File: config.mk
export PLATFORM = sky130hd
export DESIGN_NAME = quoted_string_tokenizer_top_flat
export DESIGN_NICKNAME = d
export VERILOG_FILES = /design/src/hw/rtl/qst_pkg.sv /design/src/hw/rtl/qst_if.sv /design/src/hw/rtl/quoted_string_tokenizer_top.sv /design/src/hw/rtl/qst_front.sv /design/src/hw/rtl/qst_queue.sv /design/src/hw/rtl/qst_back.sv /design/src/flat_wrapper.sv
export SDC_FILE = /design/constraint.sdc
export NUM_CORES = 1
export LEC_CHECK = 0
export BUFFER_PORTS_ARGS = -buffer_cell sky130_fd_sc_hd__buf_2
export CAP_MARGIN = 20
export CORE_MARGIN = 1
export CORE_UTILIZATION = 55
export CTS_BUF_LIST = sky130_fd_sc_hd__clkbuf_16
export DETAILED_ROUTE_END_ITERATION = 6
export GPL_ROUTABILITY_DRIVEN = 0
export PLACE_DENSITY = 0.71
export SYNTH_ARGS = -nofsm -noshare
export SYNTH_HDL_FRONTEND = slang
export SYNTH_SLANG_ARGS = --single-unit
File: constraint.sdc
create_clock -name clk -period 11.8 [get_ports clk]
set_input_delay 0 -clock clk [delete_from_list [all_inputs] [get_ports clk]]
set_output_delay 0 -clock clk [all_outputs]
set_load 0.02 [all_outputs]
File: src/hw/rtl/qst_pkg.sv
// Shared types, constants and helpers for the quoted string tokenizer.
package qst_pkg;

	localparam logic [7:0] CH_ESCAPE = 8'h5C;
	localparam logic [7:0] CH_DQUOTE = 8'h22;
	localparam logic [7:0] CH_SQUOTE = 8'h27;

	localparam int NUM_DELIM_REGS = 4;

	localparam logic [15:0] WORD_MAX = 16'hFFFF;

	// configuration register indexes
	localparam logic [2:0] REG_DELIM_A     = 3'd0;
	localparam logic [2:0] REG_DELIM_B     = 3'd1;
	localparam logic [2:0] REG_DELIM_C     = 3'd2;
	localparam logic [2:0] REG_DELIM_D     = 3'd3;
	localparam logic [2:0] REG_DELIM_COUNT = 3'd4;
	localparam logic [2:0] REG_FOLD        = 3'd5;
	localparam logic [2:0] REG_MAX_WORDS   = 3'd6;

	typedef enum logic [1:0] {
		KIND_CHAR = 2'd0,
		KIND_END  = 2'd1,
		KIND_DONE = 2'd2
	} kind_t;

	typedef struct packed {
		logic [7:0] char_byte;
		logic       has_char;
		logic       end_of_string;
	} qst_item_t;

	typedef struct packed {
		kind_t       kind;
		logic [7:0]  out_byte;
		logic [15:0] word_index;
		logic        status;
		logic [15:0] word_total;
		logic        last_result;
	} qst_result_t;

	// Up to three results caused by one input item.
	// mask[0]: character or end of word, mask[1]: final word end, mask[2]: done
	typedef struct packed {
		logic [2:0]  mask;
		logic        first_is_char;
		logic [7:0]  ch;
		logic [15:0] idx0;
		logic [15:0] idx1;
		logic        status;
		logic [15:0] total;
	} qst_entry_t;

	function automatic logic [15:0] sat_inc(input logic [15:0] v);
		sat_inc = (v == WORD_MAX) ? v : v + 16'd1;
	endfunction

endpackage

File: src/hw/rtl/qst_if.sv
// Stream interfaces for input items and result items.
interface qst_item_if import qst_pkg::*; ();
	logic      valid;
	logic      ready;
	qst_item_t data;

	modport source(output valid, output data, input ready);
	modport sink(input valid, input data, output ready);
endinterface

interface qst_result_if import qst_pkg::*; ();
	logic        valid;
	logic        ready;
	qst_result_t data;

	modport source(output valid, output data, input ready);
	modport sink(input valid, input data, output ready);
endinterface

File: src/hw/rtl/quoted_string_tokenizer_top.sv
// Each result group is registered in the queue, then in the back end's register.
// Throughput: one byte per cycle while the queue is not full; an item with k
// results makes k transfers out, the queue (QUEUE_DEPTH groups) absorbing them.
// Reset (arst_n low): registers back to defaults, parse state and queue cleared.
// No clearing pass; items are taken from the first cycle after reset.
module quoted_string_tokenizer_top import qst_pkg::*; #(
	parameter int MAX_DELIMS  = 4,
	parameter int QUEUE_DEPTH = 4
) (
	input  logic        clk,
	input  logic        arst_n,
	input  logic        cfg_we,
	input  logic [2:0]  cfg_index,
	input  logic [15:0] cfg_data,
	qst_item_if.sink    char_in,
	qst_result_if.source tok_out
);

	logic       push, pop, full, empty;
	qst_entry_t push_entry, pop_entry;

	qst_front #(
		.MAX_DELIMS(MAX_DELIMS)
	) u_front (
		.clk        (clk),
		.arst_n     (arst_n),
		.cfg_we     (cfg_we),
		.cfg_index  (cfg_index),
		.cfg_data   (cfg_data),
		.item       (char_in),
		.push       (push),
		.push_entry (push_entry),
		.full       (full)
	);

	qst_queue #(
		.DEPTH(QUEUE_DEPTH)
	) u_queue (
		.clk        (clk),
		.arst_n     (arst_n),
		.push       (push),
		.push_entry (push_entry),
		.pop        (pop),
		.pop_entry  (pop_entry),
		.full       (full),
		.empty      (empty)
	);

	qst_back u_back (
		.clk     (clk),
		.arst_n  (arst_n),
		.q_entry (pop_entry),
		.q_empty (empty),
		.pop     (pop),
		.result  (tok_out)
	);

endmodule

File: src/hw/rtl/qst_front.sv
// Front end: configuration registers, parse state and classification of each byte.
module qst_front import qst_pkg::*; #(
	parameter int MAX_DELIMS = 4
) (
	input  logic         clk,
	input  logic         arst_n,
	input  logic         cfg_we,
	input  logic [2:0]   cfg_index,
	input  logic [15:0]  cfg_data,
	qst_item_if.sink     item,
	output logic         push,
	output qst_entry_t   push_entry,
	input  logic         full
);

	localparam logic [2:0] MAXD = 3'(MAX_DELIMS);

	logic [7:0]  delim_q [NUM_DELIM_REGS];
	logic [2:0]  delim_count_q;
	logic        fold_q;
	logic [15:0] max_words_q;

	logic        esc_q, dq_q, sq_q, ne_q, lim_q;
	logic [15:0] wc_q;

	logic        acc;
	logic [7:0]  c;
	logic        has, eos;
	logic [2:0]  cnt_eff;
	logic        delim_hit;
	logic        proc, esc_start, chr, dq_tog, sq_tog, dq1, sq1, dlm, emit_char;
	logic        end1, end2, ne1, lim1, esc1;
	logic [15:0] wc1, wc2;

	assign item.ready = !full;
	assign acc = item.valid && item.ready;

	assign c   = item.data.char_byte;
	assign has = item.data.has_char;
	assign eos = item.data.end_of_string;

	assign cnt_eff = (delim_count_q > MAXD) ? MAXD : delim_count_q;

	always_comb begin
		delim_hit = 1'b0;
		for (int i = 0; i < NUM_DELIM_REGS; i++) begin
			if (3'(i) < cnt_eff && delim_q[i] != 8'd0 && delim_q[i] == c)
				delim_hit = 1'b1;
		end
	end

	always_comb begin
		proc      = has && !lim_q;
		esc_start = proc && c == CH_ESCAPE && !esc_q;
		chr       = proc && !esc_start;
		dq_tog    = chr && c == CH_DQUOTE && !esc_q && !sq_q;
		sq_tog    = chr && c == CH_SQUOTE && !esc_q && !dq_q;
		dq1       = dq_q ^ dq_tog;
		sq1       = sq_q ^ sq_tog;
		dlm       = chr && !dq1 && !sq1 && !esc_q && delim_hit;
		emit_char = chr && !dlm && !dq_tog && !sq_tog;
		end1      = dlm && (!fold_q || ne_q);
		wc1       = end1 ? sat_inc(wc_q) : wc_q;
		ne1       = end1 ? 1'b0 : (emit_char ? 1'b1 : ne_q);
		lim1      = lim_q || (end1 && max_words_q != 16'd0 && wc1 == max_words_q);
		end2      = eos && !lim1 && (ne1 || !fold_q);
		wc2       = end2 ? sat_inc(wc1) : wc1;
		esc1      = esc_start ? 1'b1 : (chr ? 1'b0 : esc_q);
	end

	always_comb begin
		push_entry.mask          = {eos, end2, emit_char || end1};
		push_entry.first_is_char = emit_char;
		push_entry.ch            = c;
		push_entry.idx0          = wc_q;
		push_entry.idx1          = wc1;
		push_entry.status        = dq1 || sq1;
		push_entry.total         = wc2;
	end

	assign push = acc && (emit_char || end1 || eos);

	always_ff @(posedge clk or negedge arst_n) begin
		if (!arst_n) begin
			delim_q[0]    <= 8'd32;
			delim_q[1]    <= 8'd44;
			delim_q[2]    <= 8'd0;
			delim_q[3]    <= 8'd0;
			delim_count_q <= 3'd2;
			fold_q        <= 1'b0;
			max_words_q   <= 16'd0;
		end else if (cfg_we) begin
			unique case (cfg_index)
				REG_DELIM_A:     delim_q[0]    <= cfg_data[7:0];
				REG_DELIM_B:     delim_q[1]    <= cfg_data[7:0];
				REG_DELIM_C:     delim_q[2]    <= cfg_data[7:0];
				REG_DELIM_D:     delim_q[3]    <= cfg_data[7:0];
				REG_DELIM_COUNT: delim_count_q <= cfg_data[2:0];
				REG_FOLD:        fold_q        <= cfg_data[0];
				REG_MAX_WORDS:   max_words_q   <= cfg_data;
				default: ;
			endcase
		end
	end

	// end of string returns the parse state to reset
	always_ff @(posedge clk or negedge arst_n) begin
		if (!arst_n) begin
			esc_q <= 1'b0;
			dq_q  <= 1'b0;
			sq_q  <= 1'b0;
			ne_q  <= 1'b0;
			lim_q <= 1'b0;
			wc_q  <= 16'd0;
		end else if (acc) begin
			if (eos) begin
				esc_q <= 1'b0;
				dq_q  <= 1'b0;
				sq_q  <= 1'b0;
				ne_q  <= 1'b0;
				lim_q <= 1'b0;
				wc_q  <= 16'd0;
			end else begin
				esc_q <= esc1;
				dq_q  <= dq1;
				sq_q  <= sq1;
				ne_q  <= ne1;
				lim_q <= lim1;
				wc_q  <= wc1;
			end
		end
	end

endmodule

File: src/hw/rtl/qst_queue.sv
// Small FIFO of result groups between front and back end.
module qst_queue import qst_pkg::*; #(
	parameter int DEPTH = 4
) (
	input  logic       clk,
	input  logic       arst_n,
	input  logic       push,
	input  qst_entry_t push_entry,
	input  logic       pop,
	output qst_entry_t pop_entry,
	output logic       full,
	output logic       empty
);

	localparam int PTR_W = (DEPTH > 1) ? $clog2(DEPTH) : 1;
	localparam int CNT_W = $clog2(DEPTH + 1);
	localparam logic [PTR_W-1:0] LAST = PTR_W'(DEPTH - 1);

	qst_entry_t       mem_q [DEPTH];
	logic [PTR_W-1:0] wr_q, rd_q;
	logic [CNT_W-1:0] cnt_q;

	assign full      = cnt_q == CNT_W'(DEPTH);
	assign empty     = cnt_q == '0;
	assign pop_entry = mem_q[rd_q];

	always_ff @(posedge clk) begin
		if (push)
			mem_q[wr_q] <= push_entry;
	end

	always_ff @(posedge clk or negedge arst_n) begin
		if (!arst_n) begin
			wr_q  <= '0;
			rd_q  <= '0;
			cnt_q <= '0;
		end else begin
			if (push)
				wr_q <= (wr_q == LAST) ? '0 : wr_q + 1'b1;
			if (pop)
				rd_q <= (rd_q == LAST) ? '0 : rd_q + 1'b1;
			if (push && !pop)
				cnt_q <= cnt_q + 1'b1;
			else if (pop && !push)
				cnt_q <= cnt_q - 1'b1;
		end
	end

endmodule

File: src/hw/rtl/qst_back.sv
// Back end: unpacks each result group into single results on the output channel.
module qst_back import qst_pkg::*; (
	input  logic          clk,
	input  logic          arst_n,
	input  qst_entry_t    q_entry,
	input  logic          q_empty,
	output logic          pop,
	qst_result_if.source  result
);

	qst_entry_t  cur_q;
	logic [2:0]  rem_q;
	logic [2:0]  lowest, rem_after;
	logic        xfer, load;

	assign lowest    = rem_q & (~rem_q + 3'd1);
	assign rem_after = rem_q & ~lowest;

	assign result.valid = |rem_q;
	assign xfer = result.valid && result.ready;
	// refill when idle or when the last pending result goes out
	assign load = (rem_q == 3'd0) || (xfer && rem_after == 3'd0);
	assign pop  = load && !q_empty;

	always_comb begin
		result.data             = '0;
		result.data.last_result = rem_after == 3'd0;
		priority if (rem_q[0]) begin
			result.data.kind       = cur_q.first_is_char ? KIND_CHAR : KIND_END;
			result.data.out_byte   = cur_q.first_is_char ? cur_q.ch : 8'd0;
			result.data.word_index = cur_q.idx0;
		end else if (rem_q[1]) begin
			result.data.kind       = KIND_END;
			result.data.word_index = cur_q.idx1;
		end else begin
			result.data.kind       = KIND_DONE;
			result.data.status     = cur_q.status;
			result.data.word_total = cur_q.total;
		end
	end

	always_ff @(posedge clk) begin
		if (pop)
			cur_q <= q_entry;
	end

	always_ff @(posedge clk or negedge arst_n) begin
		if (!arst_n) begin
			rem_q <= 3'd0;
		end else if (pop) begin
			rem_q <= q_entry.mask;
		end else if (xfer) begin
			rem_q <= rem_after;
		end
	end

endmodule

File: src/flat_wrapper.sv
// flat-port wrapper written by rule: the top's interface ports become plain ports
module quoted_string_tokenizer_top_flat import qst_pkg::*;
#(
	parameter int MAX_DELIMS  = 4,
	parameter int QUEUE_DEPTH = 4
)
  (clk, arst_n, cfg_we, cfg_index, cfg_data, char_in_valid, char_in_data, char_in_ready, tok_out_valid, tok_out_data, tok_out_ready);
  qst_item_if char_in_i ();
  qst_result_if tok_out_i ();
  input  logic clk;
  input  logic arst_n;
  input  logic cfg_we;
  input  logic [2:0] cfg_index;
  input  logic [15:0] cfg_data;
  input wire logic [$bits(char_in_i.valid)-1:0] char_in_valid;
  input wire logic [$bits(char_in_i.data)-1:0] char_in_data;
  output wire logic [$bits(char_in_i.ready)-1:0] char_in_ready;
  output wire logic [$bits(tok_out_i.valid)-1:0] tok_out_valid;
  output wire logic [$bits(tok_out_i.data)-1:0] tok_out_data;
  input wire logic [$bits(tok_out_i.ready)-1:0] tok_out_ready;
  assign char_in_i.valid = char_in_valid;
  assign char_in_i.data = char_in_data;
  assign char_in_ready = char_in_i.ready;
  assign tok_out_valid = tok_out_i.valid;
  assign tok_out_data = tok_out_i.data;
  assign tok_out_i.ready = tok_out_ready;
  quoted_string_tokenizer_top #(.MAX_DELIMS(MAX_DELIMS), .QUEUE_DEPTH(QUEUE_DEPTH)) u_core (.clk(clk), .arst_n(arst_n), .cfg_we(cfg_we), .cfg_index(cfg_index), .cfg_data(cfg_data), .char_in(char_in_i), .tok_out(tok_out_i));
endmodule
Yosys cells after proc, flatten, opt, wreduce, memory -nomap -nowiden
Memory sizes are Yosys's and may differ from the RTL's.
Index checks and enable logic that the tools add are counted.
Word-level totals
  input bits: 34
  register bits after elaboration: 141
  memories kept: 1
  logic and storage cells: 178
  RAM bits: 244
  output and inout bits: 46
Operators by class
  equality and inequality tests: 19
  reductions and logical operators: 81
  mux-type cells: 36
  bitwise gates (word level): 6
  add/subtract/negate cells: 7
  order comparisons: 5
Memory list
  u_core.u_queue.mem_q: words 4, bits a word 61, read ports 1, clocked after Yosys merged registers in 0, write ports 1, RTL line qst_queue.sv:19  | qst_entry_t mem_q [DEPTH];
Operator list (count)
  $mux 16: 7
  $logic_and 1x1->1: 37
  $mux 17: 2
  $add 16x1->16 const B: 2
  $eq 16x16->1 const B: 2
  $eq 8x8->1: 4
  $reduce_bool 8->1: 4
  $eq 16x16->1: 1
  $eq 8x6->1 const B: 2
  $logic_not 1->1: 16
  $mux 1: 16
  $mux 8: 2
  $reduce_and 2->1: 8
  $reduce_bool 16->1: 1
  $mux 3: 5
  $eq 3x3->1 const B: 4
  $logic_not 3->1: 4
  $eq 8x7->1 const B: 1
  $mux 2: 4
  $logic_or 1x1->1: 7
  $add 3x1->3 const B: 2
  $and 3x3->3: 2
  $eq 3x2->1 const B: 2
  $lt 1x3->1 const A: 2
  other kinds (11): 17

Depth between registers and ports, before layout
  word-level depth: 26
  mapped depth: 17
  mapped depth without buffers: 16

Modules after synthesis
Synthesis repeated with hierarchy kept, for this count alone.
Unflattened totals
  cell total of the unflattened synthesis: 1081
  area, all modules: 17123.9 um^2
Modules (own cells, without submodules)
  qst_queue: cells each 356, instances 1, area each 9290.2 um^2
  qst_front: cells each 588, instances 1, area each 5531.6 um^2
  qst_back: cells each 137, instances 1, area each 2302.2 um^2

Least setup slack after synthesis
Ideal clock, no wire load.
  path type: reg2reg
  start: register u_core.u_front.esc_q
  end: memory u_core.u_queue.mem_q[0][0] (netlist bit), enable pin
  cell stages (with the launch flop): 11
  buffers on the path: 1
  slack: 7.652 ns
  arrival time: 3.723 ns
  cells stage by stage: dfrtp_1 > or3_4 > or3_1 > o21a_1 > nand2_2 > buf_2 > and3_1 > or2_2 > nor2_1 > nor2_1 > and2_1
RTL lines
  start: declaration: RTL line qst_front.sv:23  | logic esc_q, dq_q, sq_q, ne_q, lim_q;
  start signal: assignment: RTL line qst_front.sv:124  | esc_q <= esc1;
  end: declaration: RTL line qst_queue.sv:19

==> metrics.txt <==
critical path arrival 5110 ps; Skew-Pair Late Insertion Delay 540 ps; total gr overflow 0; Boundary Pins 80; RSZ-0062 raised after global routing false; CP max FO 14; Post-synth top cells edfxtp_1, dfrtp_1, mux4_2; Seq/Total Area, Yosys 66.28%; Synth Register Bits 385; CTS Buffer Depth 3; Yosys top cell area share 53.90%; Layout Nets 1241; crit-path leading delay family simple AND/OR/NAND/NOR gates; library cells used by synthesis 78; router iterations before antenna repair 6; Power Dens Cells 218.2 nW/um^2; final core area utilization 64.11%; Top FF cell, synth edfxtp_1; reg2reg end u_core.u_queue.mem_q[3][1]$_DFFE_PP_; total track usage 25.19%; synthesized net count 1123; Crit path buffers/inverters 1; DRT iter0 DRCs 1167; vias in the first global route 10140; Buffers on Ports 79; H-Tree Depth 2; CP Capture Type flop; status completed; Core Region 29870 um^2; area growth from synthesis to final layout 13.83%; Syn Inst Count 1080; first-pass GRT wire length 59.21 mm; Worst R2R Setup Slack 6940 ps; max cap viols 0; Post-DP HPWL 24.02 mm; hold path depth 3; Reg2Reg Launch Point u_core.u_front.wc_q[0]$_DFFE_PN0P_; Routed WL 37.95 mm; Synth area leaders edfxtp_1, dfrtp_1, mux4_2; Lkg Pwr 6.991 nW; DR vias 10120; Post-synth EDFFs 302; antenna violations before repair 0; Final min period 4859 ps; Post-Syn Area per Cell 15.58 um^2; most frequent cell after synthesis edfxtp_1; crit start category flop; crit-path max cell delay 760 ps; Die Wd 176.9 um; Inserted Clock Buffers 38; slowest stage cell, crit path a21oi_1; Hold Path Origin char_in_valid; Mapped Area 16820 um^2; Final setup violation count 0; Post-synth ARST share 21.56%; ANT nets after route 0; period utilization 41.18%; Rel. slew slack 33.17%; layout cells sized above 1 23.82%; clock root buffer clkbuf_16; Setup Skew 19.36 ps; post-CTS setup buffers 0; Site Rows 63; Via density 6.264; Required @ worst endpoint 12050 ps; final hold vios 0; Tightest Pin Transition 1002 ps; crit path kind flop to flop; reg2reg path depth 12; leading area contributor after synthesis edfxtp_1; antenna cell count 0; DRC 0; crit path cell chain ha_1 > nand2_1 > nor4_2 > a211o_1 > a21oi_1 > nand3_1 > xor2_1 > inv_1 > nand4_1 > nor3_4 > nor3b_1 > mux2_1; CTS sink cnt 385; CTS tree done; die area 31290 um^2; fmax 0.2058 GHz; Worst Hold End u_core.u_front.wc_q[12]$_DFFE_PN0P_; setup TNS 0 ps; Final Slew Violations 0; Clk pin slew, worst setup/hold paths 60 ps; Resize count post-CTS 0; IR drop worst, VDD 0.0001099 V; Hold WC Path Type primary input to flop; Ys Warns 0; CTS Hold Bufs 36; Avg WL per Cell 23.48 um; Initial Utilization 56.32%; Die H 176.9 um; largest net degree at the start of global routing 64; hold slack 175.6 ps
[report_power, final]
group | total, mW | internal (mW) | switching [mW]
logic | 1.06 | 0.449 | 0.614
clock network | 1.11 | 0.621 | 0.485
registers | 2.01 | 1.86 | 0.156
[worst reg2reg max path, delay by kind of cell, from the launching register on]
family,cells,cell delay [ps]
muxes,1,390
DFF,1,510
buffers and inverters,1,200
AOI/OAI and AO/OA,2,1220
and+or+nand+nor,6,1610
xor gates and xnor gates,1,250
adders and majority gates,1,400
[kinds of logic (layout without fill, tap and decap cells)]
group / Yosys count / in the layout / share of synthesized area (%)
adder cells (fa/ha/maj): 9 / 9 / 0.7139
flip-flops: 385 / 385 / 66.28
buffers and inverters: 79 / 225 / 1.911
multiplexers: 121 / 121 / 12.15
XOR/XNOR: 69 / 69 / 3.592
AND/OR/NAND/NOR: 279 / 279 / 9.415
AO/OA/AOI/OAI: 138 / 138 / 5.935
[state kept, by name (all words and copies together), names as in the netlist]
signal / count
u_core.u_front.lim_q: 1
u_core.u_front.fold_q: 1
u_core.u_front.dq_q: 1
u_core.u_front.ne_q: 1
u_core.u_front.sq_q: 1
u_core.u_queue.rd_q: 2
u_core.u_queue.mem_q: 244
u_core.u_front.esc_q: 1
u_core.u_front.delim_count_q: 3
u_core.u_front.wc_q: 16
u_core.u_back.cur_q: 58
u_core.u_back.rem_q: 3
u_core.u_queue.wr_q: 2
u_core.u_queue.cnt_q: 3
u_core.u_front.delim_q: 32
u_core.u_front.max_words_q: 16
[cells in the final DEF (no fill, tap or decap), types with 5 or more instances in the layout]
master	synthesis	layout
nand2_1	48	48
nand4_1	14	14
a31oi_1	7	7
dfrtp_1	78	76
mux2_2	55	55
nand3_1	21	21
a21oi_1	16	16
mux4_2	61	61
and4_1	5	5
xnor2_1	19	19
o31ai_1	9	9
a22o_1	25	25
nor4_1	30	30
nor3_1	22	22
dfstp_2	5	5
dlygate4sd3_1	0	35
o21ai_0	28	28
buf_2	12	79
clkbuf_16	0	39
and2_1	28	24
clkinv_1	0	5
buf_4	2	19
ha_1	8	8
nand2b_1	9	9
nor3b_1	6	6
edfxtp_1	302	302
and3_1	13	13
xor2_1	50	50
nor2_1	44	44
nand4b_1	5	5
inv_1	20	37
nor2b_1	8	7
[layer usage]
metal | vias to the layer above | global-route usage [%] | part of all wire, %
met5 | - | 0 | 0
met4 | 0 | 9.411 | 3.5
met3 | 113 | 4.167 | 7.3
met2 | 445 | 40.15 | 47
met1 | 5095 | 35.14 | 42
li1 | 4470 | - | -
[layout make-up]
cell class	instances	area (um^2)
flip-flops and latches	385	11160
fillers	2130	10720
multi-input cells	616	5359
clock buffers	39	975.9
repair buffers	136	930.9
well taps	390	488.0
clock inverters	29	160.2
inverters	21	81.33
[worst max path at each step]
stage                                                start                                     to  depth (start not counted)
floorplan                 u_core.u_front.esc_q$_DFFE_PN0P_   u_core.u_queue.mem_q[0][0]$_DFFE_PP_                         10
global placement     u_core.u_front.delim_q[7]$_DFFE_PN0P_   u_core.u_queue.mem_q[0][1]$_DFFE_PP_                         11
detailed placement   u_core.u_front.delim_q[7]$_DFFE_PN0P_   u_core.u_queue.mem_q[3][1]$_DFFE_PP_                         11
CTS                 u_core.u_front.delim_q[18]$_DFFE_PN1P_   u_core.u_queue.mem_q[0][1]$_DFFE_PP_                         11
global route            u_core.u_front.wc_q[0]$_DFFE_PN0P_  u_core.u_queue.mem_q[3][14]$_DFFE_PP_                         11
finish                  u_core.u_front.wc_q[0]$_DFFE_PN0P_   u_core.u_queue.mem_q[3][1]$_DFFE_PP_                         12
[metrics by stage]
stage	std cells	power [mW]	area (um^2)	setup slack, ps
2_1_floorplan	1080	2.749	16820	7652
3_5_place_dp	1508	3.107	17610	6980
5_1_grt	1616	4.374	19150	6704
3_3_place_gp	1507	3.076	17600	7135
6_report	1616	4.179	19150	6941
4_1_cts	1612	4.224	19120	6967
(Power assumes the default switching activity.)
